$ cat config.mk
export PLATFORM = sky130hd
export DESIGN_NAME = lzss_ctrl
export DESIGN_NICKNAME = d
export VERILOG_FILES = /design/src/rtl/lzss_pkg.sv /design/src/rtl/lzss_ctrl.sv
export SDC_FILE = /design/constraint.sdc
export NUM_CORES = 1
export LEC_CHECK = 0
export CAP_MARGIN = 10
export CORE_AREA = 2 2 39 41
export DETAILED_ROUTE_END_ITERATION = 7
export DIE_AREA = 0 0 41 43
export DONT_BUFFER_PORTS = 1
export PLACE_DENSITY_LB_ADDON = 0.05
export SLEW_MARGIN = 20
export SYNTH_ARGS = -nofsm -noshare
export SYNTH_HDL_FRONTEND = slang
export SYNTH_SLANG_ARGS = --single-unit
$ cat constraint.sdc
create_clock -name clk_i -period 1.8 [get_ports clk_i]
set_input_delay 0.27 -clock clk_i [delete_from_list [all_inputs] [get_ports clk_i]]
set_output_delay 0.27 -clock clk_i [all_outputs]
set_load 0.005 [all_outputs]
$ cat src/rtl/lzss_pkg.sv
// Shared constants and control/status types for the LZSS decompressor.
package lzss_pkg;

  localparam int unsigned WinAw     = 12;
  localparam int unsigned WinDepth  = 1 << WinAw;
  localparam int unsigned FillW     = WinAw + 1;
  localparam int unsigned LenW      = 32;
  localparam int unsigned CntW      = 5;

  localparam logic [WinAw-1:0] WinStart = WinAw'(4078);
  localparam logic [7:0]       FillByte = 8'h20;
  localparam logic [CntW-1:0]  MinMatch = CntW'(3);

  // Commands from the controller to the datapath
  typedef struct packed {
    logic take_in;        // input transfer this cycle
    logic load_flags;     // new flag byte
    logic shift_flags;    // consume one flag
    logic load_match_low; // first match byte
    logic load_copy;      // second match byte: set up offset and count
    logic rd;             // window read at copy offset
    logic emit;           // emit one byte to output and window
    logic emit_copy;      // emitted byte comes from the window read
  } ctrl_cmd_t;

  // Status from the datapath to the controller
  typedef struct packed {
    logic start_req;   // pending input carries stream start
    logic rem_zero;    // no stream active
    logic rem_one;     // next emitted byte is the last
    logic flags_empty; // no flags left, next token byte is a flag byte
    logic cur_flag;    // flag for the next token
    logic copy_last;   // one copy byte left
    logic out_free;    // output register can take a byte
  } dp_status_t;

endpackage

$ cat src/rtl/lzss_ctrl.sv
// LZSS controller: token phase tracking and sequencing of literal and match copies.
module lzss_ctrl (
  input  logic                 clk_i,
  input  logic                 rst_ni,
  input  logic                 in_valid_i,
  output logic                 in_ready_o,
  input  lzss_pkg::dp_status_t sts_i,
  output lzss_pkg::ctrl_cmd_t  cmd_o
);

  typedef enum logic [2:0] {
    ST_IN,
    ST_DECODE,
    ST_LIT,
    ST_RD,
    ST_WR
  } state_e;

  typedef enum logic [1:0] {
    PH_FLAG,
    PH_TOKEN,
    PH_MATCH
  } phase_e;

  state_e state_q, state_d;
  phase_e phase_q, phase_d;
  phase_e phase_after;

  // Phase once a token is complete
  assign phase_after = sts_i.flags_empty ? PH_FLAG : PH_TOKEN;

  always_comb begin
    state_d    = state_q;
    phase_d    = phase_q;
    cmd_o      = '0;
    in_ready_o = 1'b0;
    case (state_q)
      ST_IN: begin
        in_ready_o = 1'b1;
        if (in_valid_i) begin
          cmd_o.take_in = 1'b1;
          state_d       = ST_DECODE;
          if (sts_i.start_req) begin
            phase_d = PH_FLAG;
          end
        end
      end
      ST_DECODE: begin
        if (sts_i.rem_zero) begin
          state_d = ST_IN;
        end else if (phase_q == PH_MATCH) begin
          cmd_o.load_copy = 1'b1;
          state_d         = ST_RD;
        end else if (phase_q != PH_TOKEN || sts_i.flags_empty) begin
          cmd_o.load_flags = 1'b1;
          phase_d          = PH_TOKEN;
          state_d          = ST_IN;
        end else begin
          cmd_o.shift_flags = 1'b1;
          if (sts_i.cur_flag) begin
            state_d = ST_LIT;
          end else begin
            cmd_o.load_match_low = 1'b1;
            phase_d              = PH_MATCH;
            state_d              = ST_IN;
          end
        end
      end
      ST_LIT: begin
        if (sts_i.out_free) begin
          cmd_o.emit = 1'b1;
          phase_d    = phase_after;
          state_d    = ST_IN;
        end
      end
      ST_RD: begin
        cmd_o.rd = 1'b1;
        state_d  = ST_WR;
      end
      ST_WR: begin
        if (sts_i.out_free) begin
          cmd_o.emit      = 1'b1;
          cmd_o.emit_copy = 1'b1;
          if (sts_i.rem_one || sts_i.copy_last) begin
            phase_d = phase_after;
            state_d = ST_IN;
          end else begin
            state_d = ST_RD;
          end
        end
      end
      default: begin
        state_d = ST_IN;
      end
    endcase
  end

  always_ff @(posedge clk_i or negedge rst_ni) begin
    if (!rst_ni) begin
      state_q <= ST_IN;
      phase_q <= PH_FLAG;
    end else begin
      state_q <= state_d;
      phase_q <= phase_d;
    end
  end

endmodule

==> impl_metrics.json <==
{
  "status": "finished, final reports clean",
  "r2r-end": "phase_q[0]",
  "synth_edf_count": 0,
  "fin_nets": 74,
  "postSynth.asyncResetShare_pct": 100,
  "rr_startpoint": "state_q[0]",
  "synth_nets": 67,
  "utilization_pct": 38.3,
  "finalHoldViolations": 0,
  "clk_latency_ns": 0.24,
  "p_per_area_nw_per_um2": 874,
  "cts_tree": "built",
  "clock_sinks": 5,
  "grt_max_degree": 9,
  "syn_to_final_growth_pct": 18.1,
  "place.gp.congestion": 0.800,
  "grt_pass1_wl_um": 1790,
  "cts_buffer_depth": 2,
  "ant_nets": 0,
  "clock-root-buffer": "clkbuf_4",
  "fin_crit_sh_pct": 97.8,
  "path_class": "flip-flop to primary output",
  "synth_seq_cells": 5,
  "gr-max-usage-layer": "met2",
  "rows": 14,
  "avgSynthCellArea_um2": 7.88,
  "crit_fanout": 8,
  "syn_area_um2": 449,
  "crit_path_cell_trace": "or4b_4, nor3_2",
  "layout_commonest_cell": "nor2_1",
  "power_leakage_nw": 0.216,
  "startpoint": "state_q[2]",
  "ir_drop_mv": 0.367,
  "fin_area_um2": 531,
  "final.setup_skew_ns": 0.00472,
  "core_area_um2": 1380,
  "layout_common_cells": "7 x nor2_1, 6 x nand2_1, 4 x nor3_1, 4 x buf_4",
  "drive_gt1_share_pct": 23.8,
  "htree_levels": 1,
  "portBuffers": 0,
  "min_period_ns": 1.76,
  "drt_wl_total_um": 1140,
  "multi_input_area_um2": 309,
  "crit_slowest_cell": "or4b_4",
  "tightest_slew_ns": 0.357,
  "clk_pin_slew_ns": 0.05,
  "via_count": 432,
  "yosysSeqAreaShare_pct": 27.9,
  "first_pass_iters": 4,
  "die_h_um": 43,
  "max-cap-violations": 0,
  "ioPinCount": 19,
  "setup_viol": 0,
  "worstPathArrival_ns": 1.49,
  "ys_types": 28,
  "overflow": 0,
  "slowest_delay_ns": 0.58,
  "drt_iter0_drc": 19,
  "cts_made_buffers": 3,
  "hold_path_class": "input pin to flip-flop",
  "max_freq_ghz": 0.568,
  "gr-usage-met3_pct": 1.57,
  "cp-endpoint": "cmd_o[6]",
  "end_kind": "primary output",
  "rsz0062_at_grt": "true",
  "wl_per_cell_um": 14.4,
  "place_ws_ns": 0.0752,
  "register_area_um2": 128,
  "fill_cells": 153,
  "antenna_found_initial": 0,
  "yosysWarnings": 0,
  "r2r_setup_slack_ns": 0.07,
  "met2_usage_pct": 21.9,
  "place_hpwl_um": 918,
  "finalPower_w": 0.000464,
  "dieArea_um2": 1760,
  "postSynthCellCount": 57,
  "placed_area_um2": 470,
  "die_w_um": 41,
  "r2r_cells": 5,
  "drc_errors": 0,
  "required_ns": 1.53,
  "gr-usage-all-layers_pct": 15.2,
  "use_met1_pct": 21.6,
  "hp-start": "sts_i[0]",
  "viasPerCell": 5.47,
  "slew_headroom_pct": 76.1,
  "start_util_pct": 32.5,
  "slew_violations": 0,
  "grt_pass1_vias": 388,
  "startpoint_type": "flip-flop",
  "fin_ws_ns": 0.0405,
  "antenna-diode-count": 0,
  "ys.flop_type": "dfrtp_1"
}
[final cells by class]
cell class / count / share of cell area [%]
multi-input cells: 47 / 58.3
flip-flops and latches: 5 / 24.1
clock buffers: 4 / 4.95
repair buffers: 5 / 7.55
inverters: 2 / 1.42
well taps: 16 / 3.77
[repair_timing]
item,4_1_cts,5_1_grt
hold endpoints to repair,5,0
hold buffers,1,0
gates resized for setup,3,2
cloned,0,0
setup endpoints to repair,4,5
pin swaps,0,2
buffers inserted,0,1
[cells by family (layout without fill, tap and decap cells)]
group	after synthesis	after routing	share of synthesized area [%]
AND/OR/NAND/NOR	30	30	34.8
AO/OA/AOI/OAI	13	13	22.0
flip-flops	5	5	27.9
buffers and inverters	5	11	6.41
multiplexers	3	3	6.96
XOR/XNOR	1	1	1.95
[routing by layer]
layer	vias up	wire length [um]
li1	216	-
met2	9	575
met5	-	0
met3	0	43
met4	0	0
met1	207	518
[power by group]
part           total, W  leakage [nW]  switching [W]  internal (W)
registers      0.000160        0.0640      0.0000267      0.000133
logic          0.000173         0.137      0.0000888     0.0000841
clock network  0.000131        0.0150      0.0000468     0.0000839
total          0.000464         0.216       0.000162      0.000301
[cell usage after synthesis (2+ instances only)]
cell type,n,area [um2]
mux2i_1,2,20.0
dfrtp_1,5,125
o22ai_1,2,12.5
nor2b_1,2,12.5
a21oi_1,3,15.0
and2_1,3,18.8
nor3_1,6,30.0
nand2_1,6,22.5
buf_2,2,10.0
inv_1,2,7.51
nor2_1,7,26.3
[stage by stage]
stage	TNS, ns	hold slack [ns]	instances
after global routing	-0.00506	0.110	79
after CTS	0	0.110	78
after detailed placement	0	-0.0254	73
after global placement	0	-0.0254	73
after floorplan	0	-0.0256	57
final	0	0.115	79
[worst min-delay path by stage]
stage	end	slack [ns]	cells past startpoint
2_1_floorplan	phase_q[0]	-0.03	0
3_3_place_gp	phase_q[1]	-0.03	0
3_5_place_dp	phase_q[0]	-0.03	0
4_1_cts	state_q[1]	0.11	1
5_1_grt	state_q[1]	0.11	1
6_report	state_q[2]	0.12	1
[flip-flops by register name, indices dropped and copies added (netlist names)]
name     cells
phase_q      2
state_q      3
[worst max-delay path, delay by kind of cell (launching register included)]
| kind | cells | cell delay [ns] |
|---|---|---|
| flops | 1 | 0.45 |
| simple gates | 2 | 0.80 |
No activity file was read; power rests on OpenSTA's default activity.
